===== config.mk =====
export PLATFORM = sky130hd
export DESIGN_NAME = kvl_ram
export DESIGN_NICKNAME = d
export VERILOG_FILES = /design/src/kvl_ram.sv
export SDC_FILE = /design/constraint.sdc
export NUM_CORES = 2
export LEC_CHECK = 0
export BUFFER_PORTS_ARGS = -buffer_cell sky130_fd_sc_hd__buf_4
export CORE_MARGIN = 2
export CORE_UTILIZATION = 32
export CTS_CLUSTER_DIAMETER = 50
export CTS_CLUSTER_SIZE = 14
export DETAILED_ROUTE_END_ITERATION = 8
export SLEW_MARGIN = 20
export SYNTH_ARGS = -nofsm -noshare
export SYNTH_HDL_FRONTEND = slang
export SYNTH_SLANG_ARGS = --single-unit
export TNS_END_PERCENT = 5

===== constraint.sdc =====
create_clock -name clk -period 9.7 [get_ports clk]
set_input_delay 0.97 -clock clk [delete_from_list [all_inputs] [get_ports clk]]
set_output_delay 0.97 -clock clk [all_outputs]
set_load 0.005 [all_outputs]

===== src/kvl_ram.sv =====
// Simple dual-port synchronous RAM, one write and one registered read port.
module kvl_ram #(
	parameter int WIDTH = 64,
	parameter int DEPTH = 32
) (
	input  logic                     clk,
	input  logic                     we,
	input  logic [$clog2(DEPTH)-1:0] waddr,
	input  logic [WIDTH-1:0]         wdata,
	input  logic [$clog2(DEPTH)-1:0] raddr,
	output logic [WIDTH-1:0]         rdata
);

	logic [WIDTH-1:0] mem [DEPTH];

	always_ff @(posedge clk) begin
		if (we) begin
			mem[waddr] <= wdata;
		end
	end

	always_ff @(posedge clk) begin
		rdata <= mem[raddr];
	end

endmodule


==> results.tsv <==
metric	value	unit
status	complete, no violations	
setup_tns	0	ps
drv_slew	0	
end_kind	flop	
clk_latency	820	ps
hold_viol	0	
syn_area	79000	um2
rows	182	
cts_sinks	2112	
crit_required	10390	ps
synth_seq_area_share	0.795	
setup_viol	0	
cts_tree	built	
synth_ff_type	edfxtp_1	
clk_pin_slew	70	ps
rrSetupSlack	7830	ps
initial_core_util	0.321	
die_y	501	um
h-tree-depth	4	
nets	3421	
synth.distinct_cells	31	
die_w	501	um
core	246000	um2
min_period	3610	ps
wire_per_inst	28.9	um
crit_type	input port to flop	
max_slew_margin	0.207	
globalRouteTotalUtil	0.154	
grt_pass1_vias	35900	
dr_total_vias	34900	
cts_buffers	178	
hold_path.class	input port to flop	
area_growth	13.7	%
worstMarginPinSlew	1190	ps
antenna_found_initial	22	
firstDrtPassIters	7	
routabilityCongestion	0.714	
postCtsHoldBufs	0	
wl	194000	um
avgSynthCellArea	25.5	um2
ant_nets	0	
yosys_warnings	0	
synth.net_count	3173	
finalClockSkew	28.0	ps
leakagePower	27.3	nW
cts_setup_buffers	0	
drive_gt1_frac	0.331	
irDropWorstVdd	0.000134	V
drt_iter0_drc	4213	
io_pins	140	
period_share	0.373	
ys_ff_latch	2112	
cts.path.max_buffers	3	
grt_pass1_wl	274000	um
dpl.hpwl	98500	um
netlist_instances	3097	
async_flop_share	0	
max_freq	277	MHz
hold_slack	545	ps
cts_root_buffer	clkbuf_16	
cp.arrival	4300	ps
grt_max_degree	140	
drt-vias-per-instance	5.19	
power.density	200	nW/um2
cp-start-kind	input port	
grt.overflow.total	0	
drc	0	
synth_edf_count	2048	
rsz0062_at_grt	false	
io_buffer_count	139	
drv_cap	0	
crit_fanout	61	
cts_resized	0	
die_area	251000	um2
-- worst max-delay path: stages --
cell	delay, ps
buf_8	570
buf_4	760
buf_4	600
mux4_2	570
mux4_2	480
mux2_2	280
-- cells in the final DEF, fill, tap and decap left out, drive strengths merged, types with 2 or more instances in the layout --
cell type  instances
and2               4
bufinv             4
clkinvlp           4
o2bb2ai            3
inv               13
mux2              74
nor2              41
edfxtp          2048
buf              224
nand2b             2
o21ai              9
nand2              3
mux2i             38
a22oi              3
o211ai             3
nand3b             5
clkbuf           288
o22ai             10
or3b               2
nor2b              4
nand3              2
diode              9
o31a               3
a221oi            12
mux4             602
clkinv            20
dfxtp             64
o221ai             3
a211oi             3
-- cell type report --
class	count	area, um2
inverter	1	3.75
antenna	9	22.5
fill	21900	156000
multi-input combinational	828	15700
clock buffer	288	4930
tap	3220	4030
timing repair buffer	224	1800
sequential	2112	62800
clock inverter	40	523
-- path summary, 6_finish.rpt --
check,from,endpoint,cells past startpoint
worst max-delay path,raddr[0],rdata[63],6
worst min-delay path,wdata[40],mem[1][40],1
worst max register to register,mem[1][57],rdata[57],3
worst min register to register,mem[4][0],rdata[0],3
-- flip-flops by register name, indices dropped and copies added, names as in the netlist --
signal  count
mem      2048
rdata      64
-- logic make-up after synthesis --
group / after synthesis / synth area share
mux: 714 / 0.187
flops: 2112 / 0.795
compound gates: 50 / 0.00466
buf+inv: 157 / 0.00944
simple gates: 64 / 0.00379
-- synth_stat cells, types with 5 or more instances --
cell	count	share of area
buf_2	65	0.0041
dfxtp_1	64	0.016
a221oi_1	12	0.0013
clkbuf_1	55	0.0026
buf_1	19	0.00090
nand3b_1	5	0.00048
mux2i_1	38	0.0048
nor2_1	41	0.0019
o22ai_1	10	0.00079
o21ai_0	9	0.00057
mux2_2	74	0.011
mux4_2	602	0.17
buf_4	14	0.0013
edfxtp_1	2048	0.78
-- metal layers --
metal	GRT usage	share of wire	up-vias
li1	-	-	14000
met1	0.214	0.42	19300
met2	0.251	0.49	1354
met3	0.0277	0.068	285
met4	0.0374	0.023	12
met5	0	0.00037	-
-- per-stage QoR --
stage | power [W] | utilization | worst slack (ps) | cell area [um2] | std cells
floorplan | 0.0109 | - | 4910 | 79000 | 3097
finish | 0.0180 | 0.365 | 6090 | 89800 | 6722
global route | 0.0185 | 0.365 | 5800 | 89800 | 6718
global placement | 0.0113 | 0.343 | 5090 | 84300 | 6384
detailed placement | 0.0113 | 0.343 | 5120 | 84300 | 6385
CTS | 0.0181 | 0.365 | 5970 | 89700 | 6713
-- where the power goes --
part	leakage [nW]	switching, W	internal, W
Clock	2.60	0.00325	0.00363
Sequential	19.0	0.0000583	0.0101
Combinational	5.68	0.000485	0.000403
Note: power is estimated with default switching activity, not from simulation.
