--- src/kvl_pkg.sv ---
// Shared types, sizes and codes for the key-value lookup table.
package kvl_pkg;

	localparam int ENTRIES     = 32;
	localparam int KEY_BYTES   = 8;
	localparam int VALUE_BYTES = 8;

	localparam int IDX_W = $clog2(ENTRIES);
	localparam int KEY_W = 8 * KEY_BYTES;
	localparam int VAL_W = 8 * VALUE_BYTES;

	localparam logic [1:0] FUNC_PUT = 2'd0;
	localparam logic [1:0] FUNC_GET = 2'd1;

	localparam logic KIND_PUT = 1'b0;
	localparam logic KIND_GET = 1'b1;

	localparam logic STATUS_OK   = 1'b0;
	localparam logic STATUS_MISS = 1'b1;

	typedef struct packed {
		logic [1:0]  func;
		logic [63:0] key;
		logic [63:0] value;
	} kvl_req_t;

	typedef struct packed {
		logic        reply_kind;
		logic        status;
		logic [63:0] reply_key;
		logic [63:0] reply_value;
	} kvl_rsp_t;

	typedef struct packed {
		logic [IDX_W-1:0] rd_addr;
		logic             key_we;
		logic             val_we;
		logic [IDX_W-1:0] wr_addr;
		logic [KEY_W-1:0] wr_key;
		logic [VAL_W-1:0] wr_value;
	} kvl_ram_ctl_t;

	typedef enum logic [1:0] {
		ST_IDLE = 2'b01,
		ST_SCAN = 2'b10
	} kvl_state_t;

endpackage

--- src/kvl_scan.sv ---
// Request sequencer: valid bits, key scan, free-slot search, write-back and reply register.
module kvl_scan (
	input  logic                  clk,
	input  logic                  arst_n,
	input  logic                  start,
	output logic                  busy,
	input  kvl_pkg::kvl_req_t     req,
	input  logic [kvl_pkg::KEY_W-1:0] key_rd,
	input  logic [kvl_pkg::VAL_W-1:0] val_rd,
	output kvl_pkg::kvl_ram_ctl_t ctl,
	output logic                  done,
	output kvl_pkg::kvl_rsp_t     rsp
);
	import kvl_pkg::*;

	kvl_state_t       state_q;
	logic             is_get_q;
	logic [KEY_W-1:0] key_q;
	logic [VAL_W-1:0] val_q;
	logic [IDX_W-1:0] idx_q;
	logic             free_found_q;
	logic [IDX_W-1:0] free_idx_q;
	logic [ENTRIES-1:0] valid_q;
	logic             done_q;
	kvl_rsp_t         rsp_q;

	logic             accept;
	logic             known;
	logic             hit;
	logic             last;
	logic             finish;
	logic             ins_ok;
	logic [IDX_W-1:0] ins_idx;

	always_comb begin
		accept  = start && (state_q == ST_IDLE);
		known   = (req.func == FUNC_PUT) || (req.func == FUNC_GET);
		hit     = valid_q[idx_q] && (key_rd == key_q);
		last    = idx_q == IDX_W'(ENTRIES - 1);
		finish  = (state_q == ST_SCAN) && (hit || last);
		ins_ok  = free_found_q || !valid_q[idx_q];
		ins_idx = free_found_q ? free_idx_q : idx_q;

		ctl.rd_addr  = (state_q == ST_SCAN) ? idx_q + IDX_W'(1) : '0;
		ctl.wr_addr  = hit ? idx_q : ins_idx;
		ctl.val_we   = finish && !is_get_q && (hit || ins_ok);
		ctl.key_we   = finish && !is_get_q && !hit && ins_ok;
		ctl.wr_key   = key_q;
		ctl.wr_value = val_q;
	end

	always_ff @(posedge clk or negedge arst_n) begin
		if (!arst_n) begin
			state_q      <= ST_IDLE;
			idx_q        <= '0;
			free_found_q <= 1'b0;
			valid_q      <= '0;
			done_q       <= 1'b0;
		end else begin
			done_q <= finish;
			case (state_q)
				ST_IDLE: begin
					if (accept && known) begin
						state_q      <= ST_SCAN;
						idx_q        <= '0;
						free_found_q <= 1'b0;
					end
				end
				ST_SCAN: begin
					if (finish) begin
						state_q <= ST_IDLE;
						if (ctl.key_we) begin
							valid_q[ins_idx] <= 1'b1;
						end
					end else begin
						idx_q <= idx_q + IDX_W'(1);
						if (!free_found_q && !valid_q[idx_q]) begin
							free_found_q <= 1'b1;
						end
					end
				end
				default: begin
					state_q <= ST_IDLE;
				end
			endcase
		end
	end

	always_ff @(posedge clk) begin
		if (accept) begin
			is_get_q <= req.func == FUNC_GET;
			key_q    <= req.key[KEY_W-1:0];
			val_q    <= req.value[VAL_W-1:0];
		end
		if (state_q == ST_SCAN && !finish && !free_found_q && !valid_q[idx_q]) begin
			free_idx_q <= idx_q;
		end
		if (finish) begin
			rsp_q.reply_kind  <= is_get_q ? KIND_GET : KIND_PUT;
			rsp_q.status      <= (is_get_q && !hit) ? STATUS_MISS : STATUS_OK;
			rsp_q.reply_key   <= is_get_q ? 64'(key_q) : 64'd0;
			rsp_q.reply_value <= (is_get_q && hit) ? 64'(val_rd) : 64'd0;
		end
	end

	assign busy = state_q != ST_IDLE;
	assign done = done_q;
	assign rsp  = rsp_q;

endmodule
--- config.mk ---
export PLATFORM = sky130hd
export DESIGN_NAME = kvl_scan
export DESIGN_NICKNAME = d
export VERILOG_FILES = /design/src/kvl_pkg.sv /design/src/kvl_scan.sv
export SDC_FILE = /design/constraint.sdc
export NUM_CORES = 1
export LEC_CHECK = 0
export BUFFER_PORTS_ARGS = -buffer_cell sky130_fd_sc_hd__clkbuf_2
export CAP_MARGIN = 20
export CORE_AREA = 2 2 205 207
export CTS_BUF_LIST = sky130_fd_sc_hd__clkbuf_4 sky130_fd_sc_hd__clkbuf_8
export CTS_CLUSTER_DIAMETER = 30
export DETAILED_ROUTE_END_ITERATION = 6
export DIE_AREA = 0 0 207 209
export HOLD_SLACK_MARGIN = 0.05
export PLACE_DENSITY = 0.6
export SLEW_MARGIN = 25
export SYNTH_ARGS = -nofsm -noshare
export SYNTH_HDL_FRONTEND = slang
export SYNTH_SLANG_ARGS = --single-unit
--- constraint.sdc ---
create_clock -name clk -period 7.1 [get_ports clk]
set_clock_uncertainty 0.1 [all_clocks]
set_input_delay 1.42 -clock clk [delete_from_list [all_inputs] [get_ports clk]]
set_output_delay 1.42 -clock clk [all_outputs]
set_load 0.01 [all_outputs]
==> results.ini, run 1 <==
[run_status]
status = completed

[cells_and_area]
mostFrequentLayoutCell = clkbuf_2
nets = 1583
mostFrequentLayoutCells = 532 x clkbuf_2, 264 x edfxtp_1, 130 x and2_1, 80 x clkbuf_8, 65 x xnor2_1
drive_gt1_share_pct = 49.5
syn2layout_area_growth_pct = 42.1

[setup_path]
reg2reg_from = key_q[37]$_DFFE_PP_
cp_top_family = simple AND/OR/NAND/NOR gates
r2r_slack_ns = 2.87
cp_cell_sequence = clkbuf_2, xnor2_1, nand4_1, nor4_1, nand4_1, o21ai_2, mux2_2, clkbuf_2
critPathKind = primary input to output pin
path_buf_inv = 2
cp.arrival_ns = 4.51
cp.required_ns = 5.58
slowest_stage = nor4_1
cp-end-kind = output pin
r2r_end = rsp[111]$_SDFFCE_PN0N_
cp_slowest_stage_delay_ns = 0.80
crit_path_start_kind = primary input
critical_path.max_fanout = 7
r2r_cells = 7

[drt]
via_per_inst = 4.34
drtIter0Drc = 546
via_count = 8337
routed_wl_um = 35700
drt-pass1-iter-count = 5
route.detailed.drc = 0
wl_per_cell_um = 18.6
drtAntennaViolNets = 0

[die]
chipWidth_um = 207
core_mm2 = 0.0413
rows = 75
initial_core_util_pct = 28.5
dieArea_mm2 = 0.0433
die_h_um = 209
io_pins = 533

[synthesis]
syn_avg_cell_area_um2 = 16.2
synth_nets = 991
synth_top_cell_by_area = edfxtp_1
seq_area_frac_synth_pct = 76.0
synth_warnings = 0
synth.cell_area_mm2 = 0.0118
synth.top_cell.area_share_pct = 67.3
ys_top_cells_by_area = edfxtp_1 67%, dfrtp_1 8.5%, and2_1 6.9%
netlist_instances = 728
async_flop_share_pct = 13.4
synth_edf_count = 264
synth-main-ff-cell = edfxtp_1
synthDistinctLibCells = 43
synth_seq_cells = 305

[timing]
tightest_slew_ns = 0.965
drv_slew = 0
setup_ws_ns = 1.07
hold_viol = 0
rsz0062_at_grt = false
fin_tns_setup_ns = 0
setup_viol = 0
finalCriticalPeriod_ns = 6.03
timing.hold.ws_ns = 0.371
maxSlewHeadroom_pct = 35.1
finalCritPeriodShare_pct = 84.9
fmax_mhz = 166

[clock_tree]
htree_levels = 3
cts_post_setup_buffers_inserted = 0
cts_buffers = 75
clk_path_buf_depth = 3
clkLatencyLatePin_ns = 0.60
cts_root_buffer = clkbuf_8
cts_resized = 0
cts_num_sinks = 305
tritoncts = done
clkTransAtPathRegs_ns = 0.04
holdBufCountCts = 0

[place]
portBuffers = 532
hpwlAfterDp_um = 26400
gp_congestion = 0.909
pre_cts_ws_ns = 0.863

[hold_path]
whs_path_depth = 1
holdPathEnd = valid_q[31]$_DFFE_PN0P_
min-delay-start = valid_q[31]$_DFFE_PN0P_
hp-class = register to register

[global_routing]
grt_max_degree = 125
grt.overflow.total = 0
grtUsageTotal_pct = 16.2
antenna_found_initial = 1
grt_pass1_wl_um = 52800
grt_pass1_vias = 8678

[power_and_ir_drop]
power.total_mw = 4.73
leakagePower_nw = 6.94
power_density_mw_per_mm2 = 283
peakVddDrop_v = 0.000206

[job]
cap_violations = 0

[synthesized netlist by cell type, drive strengths merged, types with 8 or more instances]
library cell  count
clkbuf           17
o21bai           32
nor2             29
nand4            18
nand2            46
and2            130
buf               8
edfxtp          264
dfrtp            40
xnor2            65
mux2i            15
[worst register-to-register path, stage by stage, from the launching register on]
cell and delay (ns):
edfxtp_1 0.44, xnor2_1 0.32, nand4_1 0.14, nor4_1 0.80, nand4_1 0.68, nor2_1 0.53
o21a_4 0.31, buf_4 0.50
[how the worst max path moves through the flow]
stage / from / end / depth (start not counted)
6_report: key_rd[37] / ctl[131] / 8
4_1_cts: key_rd[37] / ctl[131] / 8
3_5_place_dp: key_rd[37] / ctl[131] / 8
2_1_floorplan: key_rd[24] / rsp[0]$_SDFFCE_PN0N_ / 6
5_1_grt: key_rd[37] / ctl[132] / 8
3_3_place_gp: key_rd[37] / ctl[128] / 8
[flip-flops by register name, summed over array words and instances (netlist names)]
register / flops
rsp: 130
key_q: 64
val_q: 64
valid_q: 32
free_idx_q: 5
idx_q: 5
state_q: 2
done: 1
free_found_q: 1
is_get_q: 1
[per-stage QoR]
| step | cell area [µm²] | cells | util [%] |
|---|---|---|---|
| global placement | 15100 | 1781 | 36.6 |
| floorplan | 11800 | 728 | - |
| detailed placement | 15100 | 1782 | 36.6 |
| CTS | 16700 | 1920 | 40.6 |
| finish | 16700 | 1921 | 40.6 |
| global route | 16700 | 1921 | 40.6 |
[final cells by class]
cell class / count / area (µm²)
fill: 3961 / 24500
sequential: 305 / 8950
timing repair buffer: 540 / 2760
multi-input combinational: 391 / 2700
clock buffer: 100 / 1250
tap: 539 / 674
clock inverter: 38 / 378
inverter: 7 / 26.3
antenna: 1 / 2.50
[report_power, final]
group	internal, mW	switching (mW)	leakage, nW
combinational	0.174	0.214	3.22
sequential	2.04	0.0629	2.88
clock	1.41	0.837	0.836
[routing by layer]
layer	global-route usage [%]	up-vias	share of wire, %	wire (µm)
li1	-	3839	-	-
met1	20.1	4033	41	14600
met2	26.3	398	49	17500
met3	5.29	67	7.8	2800
met4	6.28	0	2.5	885
met5	0	-	0	0
[kinds of logic (layout without fill, tap and decap cells)]
kind of cell	after synthesis	count (layout)	share of synthesized area (%)
adder cells (fa/ha/maj)	2	2	0.212
XOR/XNOR	66	66	4.91
flip-flops	305	305	76.0
buffers and inverters	32	685	1.20
AND/OR/NAND/NOR	244	244	11.4
other	0	1	0
multiplexers	26	26	2.77
AO/OA/AOI/OAI	53	53	3.49
Power figures use the tool's default switching activity.
==> run 2: changes to the inputs <==
- clock period: 7.1 -> 5.47 ns (I/O delays scaled with it)
==> run 2 against run 1 <==
Net effect:
- sequential share of layout area decreased by 0.052 points
- clock-buffer cell count is 19 lower
- die area unchanged
- total power is 29% higher
- flip-flop and latch count is the same
- final cell count is 0.16% higher
- worst hold slack worse by 0.019 ns
- critical path depth grew 2
- cell area barely moved
- global-route usage increased by 0.051 points
- core utilization about the same
- via count about the same
- largest cell class unchanged
==> results.ini, run 2 (synthesis gave the netlist of run 1 again) <==
[timing]
setup_ws_ns = 0.694  ; -0.379 ns
drv_slew = 0  ; unchanged
timing.hold.ws_ns = 0.352  ; -0.0192 ns
fmax_mhz = 209
tightest_slew_ns = 0.788  ; -0.177 ns
maxSlewHeadroom_pct = 47.3  ; +12 points
fin_tns_setup_ns = 0  ; unchanged
hold_viol = 0  ; unchanged
setup_viol = 0  ; unchanged
finalCritPeriodShare_pct = 87.3
finalCriticalPeriod_ns = 4.78
rsz0062_at_grt = false

[global_routing]
grtUsageTotal_pct = 16.2  ; +0.051 points
grt.overflow.total = 0  ; unchanged
grt_pass1_vias = 8510  ; -1.9%
grt_max_degree = 98  ; -22%
antenna_found_initial = 2  ; +1
grt_pass1_wl_um = 52500  ; -0.46%

[power_and_ir_drop]
power_density_mw_per_mm2 = 364  ; +29%
power.total_mw = 6.10  ; +29%
power_frac_comb_pct = 8.1  ; about the same
swShare_pct = 24.7  ; +1.1 points
switching_power_mw = 1.50  ; +35%
peakVddDrop_v = 0.000226  ; +9.7%
p_seq_share_pct = 44.9  ; +0.5 points
clkPwrFrac_pct = 47.0  ; -0.4 points
internal_power_mw = 4.59  ; +27%
leakagePower_nw = 6.94  ; about the same

[clock_tree]
htree_levels = 3  ; unchanged
cts_num_sinks = 305  ; unchanged
cts_post_setup_buffers_inserted = 0  ; unchanged
holdBufCountCts = 0  ; unchanged
tritoncts = done
cts_root_buffer = clkbuf_8
cts_resized = 0  ; unchanged
clkLatencyLatePin_ns = 0.64  ; +0.04 ns
cts_buffers = 74  ; -1.3%
clk_path_buf_depth = 3  ; unchanged
clkTransAtPathRegs_ns = 0.05  ; about the same

[hold_path]
hp-class = primary input to asynchronous set/reset pin

[setup_path]
critPathKind = primary input to output pin
critical_path.max_fanout = 7  ; unchanged
cp.required_ns = 4.28  ; -1.30 ns
cp.arrival_ns = 3.58  ; -0.93 ns
cp-end-kind = output pin
crit_path_start_kind = primary input

[place]
gp_congestion = 0.909  ; about the same
portBuffers = 532  ; unchanged
pre_cts_ws_ns = 0.583  ; -0.279 ns
hpwlAfterDp_um = 26600  ; +0.86%

[die]
dieArea_mm2 = 0.0433  ; unchanged
core_mm2 = 0.0413  ; unchanged
rows = 75  ; unchanged
die_h_um = 209  ; unchanged
io_pins = 533  ; unchanged
chipWidth_um = 207  ; unchanged
initial_core_util_pct = 28.5  ; unchanged

[drt]
drtIter0Drc = 453  ; -17%
drt-pass1-iter-count = 4  ; -1
via_per_inst = 4.33  ; -0.18%
routed_wl_um = 35800  ; +0.29%
drtAntennaViolNets = 0  ; unchanged
wl_per_cell_um = 18.6  ; +0.13%
via_count = 8335  ; -0.024%
route.detailed.drc = 0  ; unchanged

[cells_and_area]
utilization_pct = 40.6  ; about the same
drive_gt1_share_pct = 49.4  ; -0.072 points
largest_reg_flops = 130  ; unchanged
syn2layout_area_growth_pct = 42.3  ; about the same
fillCellCount = 3980  ; +0.48%
mostFrequentLayoutCell = clkbuf_2
nets = 1590  ; +0.44%
mostFrequentLayoutCells = 531 x clkbuf_2, 264 x edfxtp_1, 130 x and2_1, 74 x clkbuf_8, 65 x xnor2_1

[run_status]
status = completed

[job]
cap_violations = 0  ; unchanged

## run 2: changes by cell type in the layout (fill, tap and decap cells not counted), sizes merged
cell | before | now
buf | 8 | 17
bufinv | 7 | 8
clkbuf | 632 | 612
diode | 1 | 2
clkinv | 22 | 31
inv | 9 | 12
## run 2: final cells by class
class | instances | area (µm²) | area share (%)
Timing Repair Buffer | 548 | 2820 | 16.8
Clock inverter | 51 | 509 | 3.04
Antenna cell | 2 | 5.00 | 0.0299
Multi-Input combinational cell | 391 | 2700 | 16.1
Clock buffer | 81 | 1070 | 6.39
Tap cell | 539 | 674 | 4.02
Sequential cell | 305 | 8950 | 53.4
Inverter | 7 | 26.3 | 0.157
## run 2: worst max-delay path: stages
cell and delay, ns:
clkbuf_2 0.09, xnor2_1 0.29, nand4_1 0.17, nor4_1 0.52, buf_4 0.21, nand4_1 0.17, buf_4 0.25, nor2_1 0.26
mux2_2 0.37, clkbuf_2 0.14
## run 2: power groups by stage
stage               Combinational [mW]  Clock, mW  Sequential, mW
CTS                              0.506       2.95            2.74
floorplan                        0.225          0            2.78
global placement                 0.498          0            2.78
finish                           0.495       2.86            2.74
global route                     0.542       3.07            2.75
detailed placement               0.502          0            2.78
## run 2: path summary, 6_finish.rpt
path                                          from                       to  slack [ns]  depth (start not counted)
setup / recovery                        key_rd[35]                 ctl[130]        0.69                         10
hold reg to reg            valid_q[26]$_DFFE_PN0P_  valid_q[26]$_DFFE_PN0P_        0.37                          1
max in group asynchronous                   arst_n   state_q[0]$_DFFE_PN1P_        4.53                          1
min in group clk           valid_q[26]$_DFFE_PN0P_  valid_q[26]$_DFFE_PN0P_        0.37                          1
setup reg to reg               key_q[35]$_DFFE_PP_     rsp[7]$_SDFFCE_PN0N_        1.90                          9
hold / removal                              arst_n           done$_DFF_PN0_        0.35                          1
## run 2: metal layers
metal / global-route usage (%) / up-vias / part of all wire (%)
met1: 19.0 / 4050 / 39
met5: 0 / - / 0
li1: - / 3855 / -
met3: 5.55 / 49 / 8.3
met2: 27.1 / 381 / 51
met4: 7.09 / 0 / 2.0
## run 2: stage by stage
stage | cells | cell area, µm²
after floorplan | 728 | 11800
after global placement | 1790 | 15200
after detailed placement | 1790 | 15200
after CTS | 1922 | 16800
after global routing | 1924 | 16800
final | 1924 | 16800
==> run 3: changes to the inputs <==
- RECOVER_POWER: default -> 100
==> run 3 against run 2 <==
Net effect:
- the run now ends with capacitance limit, slew limit left
- setup slack lost 0.12 ns
- global-route usage is the same
- wire length grew 0.95%
- clock-buffer cell count is the same
- total power shrank 0.46%
- via count is essentially flat
- critical path depth is the same
- register-to-register slack lost 1.1 ns
- cell area shrank 2.7%
- die area is the same
- largest cell class unchanged
- highest routed layer unchanged
==> results.ini, run 3 (synthesis gave the netlist of run 1 again) <==
[global_routing]
antenna_found_initial = 3  ; +1
grt_pass1_vias = 8510  ; unchanged
grt.overflow.total = 0  ; unchanged
grt_max_degree = 98  ; unchanged
grtUsageTotal_pct = 16.2  ; unchanged
grt_pass1_wl_um = 52500  ; unchanged

[drt]
drt-pass1-iter-count = 5  ; +1
via_count = 8337  ; +0.024%
routed_wl_um = 36200  ; +0.95%
wl_per_cell_um = 18.8  ; +0.95%
route.detailed.drc = 0  ; unchanged
via_per_inst = 4.33  ; about the same
drtIter0Drc = 437  ; -3.5%
drtAntennaViolNets = 0  ; unchanged

[run_status]
status = finished, violations left
violations = capacitance limit, slew limit

[timing]
maxSlewHeadroom_pct = -92.1  ; -140 points
tightest_slew_ns = 2.88  ; +2.09 ns
finalCriticalPeriod_ns = 4.90  ; +0.120 ns
finalCritPeriodShare_pct = 89.5  ; +2.2 points
rsz0062_at_grt = false
fin_tns_setup_ns = 0  ; unchanged
drv_slew = 234  ; +234
hold_viol = 0  ; unchanged
setup_viol = 0  ; unchanged
timing.hold.ws_ns = 0.367  ; +0.0145 ns
fmax_mhz = 204  ; -2.5%

[cells_and_area]
nets = 1590  ; unchanged
largest_reg_flops = 130  ; unchanged
multi_input_area_mm2 = 0.00266  ; -1.6%
mostFrequentLayoutCell = clkbuf_1
regArea_mm2 = 0.00895  ; unchanged
drive_gt1_share_pct = 27.5  ; -22 points
syn2layout_area_growth_pct = 38.4
fin_area_mm2 = 0.0163  ; -2.7%
fillCellCount = 4129  ; +3.7%
mostFrequentLayoutCells = 294 x clkbuf_1, 264 x edfxtp_1, 250 x clkbuf_2, 74 x clkbuf_8, 68 x and2_0

[clock_tree]
cts_num_sinks = 305  ; unchanged
clkTransAtPathRegs_ns = 0.04  ; about the same
holdBufCountCts = 0  ; unchanged
cts_root_buffer = clkbuf_8
clk_path_buf_depth = 3  ; unchanged
clkLatencyLatePin_ns = 0.64  ; about the same
cts_post_setup_buffers_inserted = 0  ; unchanged
cts_buffers = 74  ; unchanged
tritoncts = done
cts_resized = 0  ; unchanged
htree_levels = 3  ; unchanged

[power_and_ir_drop]
swShare_pct = 24.7  ; +0.044 points
switching_power_mw = 1.50  ; -0.29%
internal_power_mw = 4.57  ; -0.52%
clkPwrFrac_pct = 47.2  ; +0.2 points
p_seq_share_pct = 45.2  ; +0.3 points
power_density_mw_per_mm2 = 372  ; +2.3%
leakagePower_nw = 5.99  ; -14%
peakVddDrop_v = 0.000216  ; -4.6%
power_frac_comb_pct = 7.6  ; -0.5 points
power.total_mw = 6.07  ; -0.46%

[job]
cap_violations = 4  ; +4

[die]
initial_core_util_pct = 28.5  ; unchanged
chipWidth_um = 207  ; unchanged
dieArea_mm2 = 0.0433  ; unchanged
io_pins = 533  ; unchanged
core_mm2 = 0.0413  ; unchanged
die_h_um = 209  ; unchanged
rows = 75  ; unchanged

[setup_path]
cp.required_ns = 4.28  ; about the same
cp-end-kind = output pin
critPathKind = primary input to output pin
r2r_cells = 3  ; -6
r2r_slack_ns = 0.77  ; -1.13 ns
critical_path.max_fanout = 7  ; unchanged
r2r_end = key_q[35]$_DFFE_PP_
reg2reg_from = state_q[0]$_DFFE_PN1P_
crit_path_start_kind = primary input
cp.arrival_ns = 3.70  ; +0.12 ns

[place]
portBuffers = 532  ; unchanged
dpl_cell_area_mm2 = 0.0152  ; unchanged
hpwlAfterDp_um = 26600  ; unchanged
gp_congestion = 0.909  ; unchanged

[hold_path]
hp-class = register to register
holdPathEnd = valid_q[26]$_DFFE_PN0P_
min-delay-start = valid_q[26]$_DFFE_PN0P_
whs_path_depth = 1

## run 3: changes by cell type in the layout (fill, tap and decap cells not counted), sizes merged
cell    delta
buf       -13
clkbuf    +13
## run 3: worst max path at each step
| stage | slack (ns) | start | end | cells after the start |
|---|---|---|---|---|
| after CTS | 0.56 | key_rd[35] | ctl[132] | 10 |
| after global routing | 0.32 | idx_q[0]$_DFFE_PN0P_ | ctl[130] | 8 |
| final | 0.57 | key_rd[35] | ctl[132] | 10 |
| after detailed placement | 0.58 | key_rd[35] | ctl[132] | 10 |
| after global placement | 0.59 | key_rd[35] | ctl[132] | 10 |
| after floorplan | 0.44 | start | is_get_q$_DFFE_PP_ | 2 |
## run 3: worst max-delay path, cell delays in order
cell,delay [ns]
clkbuf_1,0.08
xnor2_1,0.31
nand4_1,0.18
nor4_1,0.51
clkbuf_1,0.19
nand4_1,0.18
clkbuf_1,0.30
o21ai_2,0.33
mux2_2,0.37
clkbuf_1,0.14
## run 3: metrics by stage
step                worst slack [ns]  utilization (%)  instances
global placement               0.588             36.8       1790
global route                   0.315             39.5       1924
detailed placement             0.583             36.8       1790
floorplan                      0.442                -        728
CTS                            0.560             40.6       1922
finish                         0.573             39.5       1924
## run 3: layout make-up
cell class | instances | share of cell area [%]
clock inverters | 51 | 3.12
well taps | 539 | 4.14
flip-flops and latches | 305 | 54.9
repair buffers | 548 | 14.8
clock buffers | 81 | 6.57
diodes | 2 | 0.0307
multi-input cells | 391 | 16.3
inverters | 7 | 0.161
## run 3: power groups by stage
stage	clock [mW]	combinational [mW]	sequential, mW
floorplan	0	0.225	2.78
detailed placement	0	0.502	2.78
finish	2.86	0.464	2.74
global placement	0	0.498	2.78
global route	3.07	0.511	2.75
CTS	2.95	0.506	2.74
## run 3: routing by layer
layer / wire length, µm / global-route usage (%) / vias to the layer above / part of all wire (%)
li1: - / - / 3855 / -
met1: 14300 / 19.0 / 4046 / 39
met2: 18200 / 27.1 / 383 / 50
met3: 2930 / 5.55 / 53 / 8.1
met4: 795 / 7.09 / 0 / 2.2
met5: 0 / 0 / - / 0
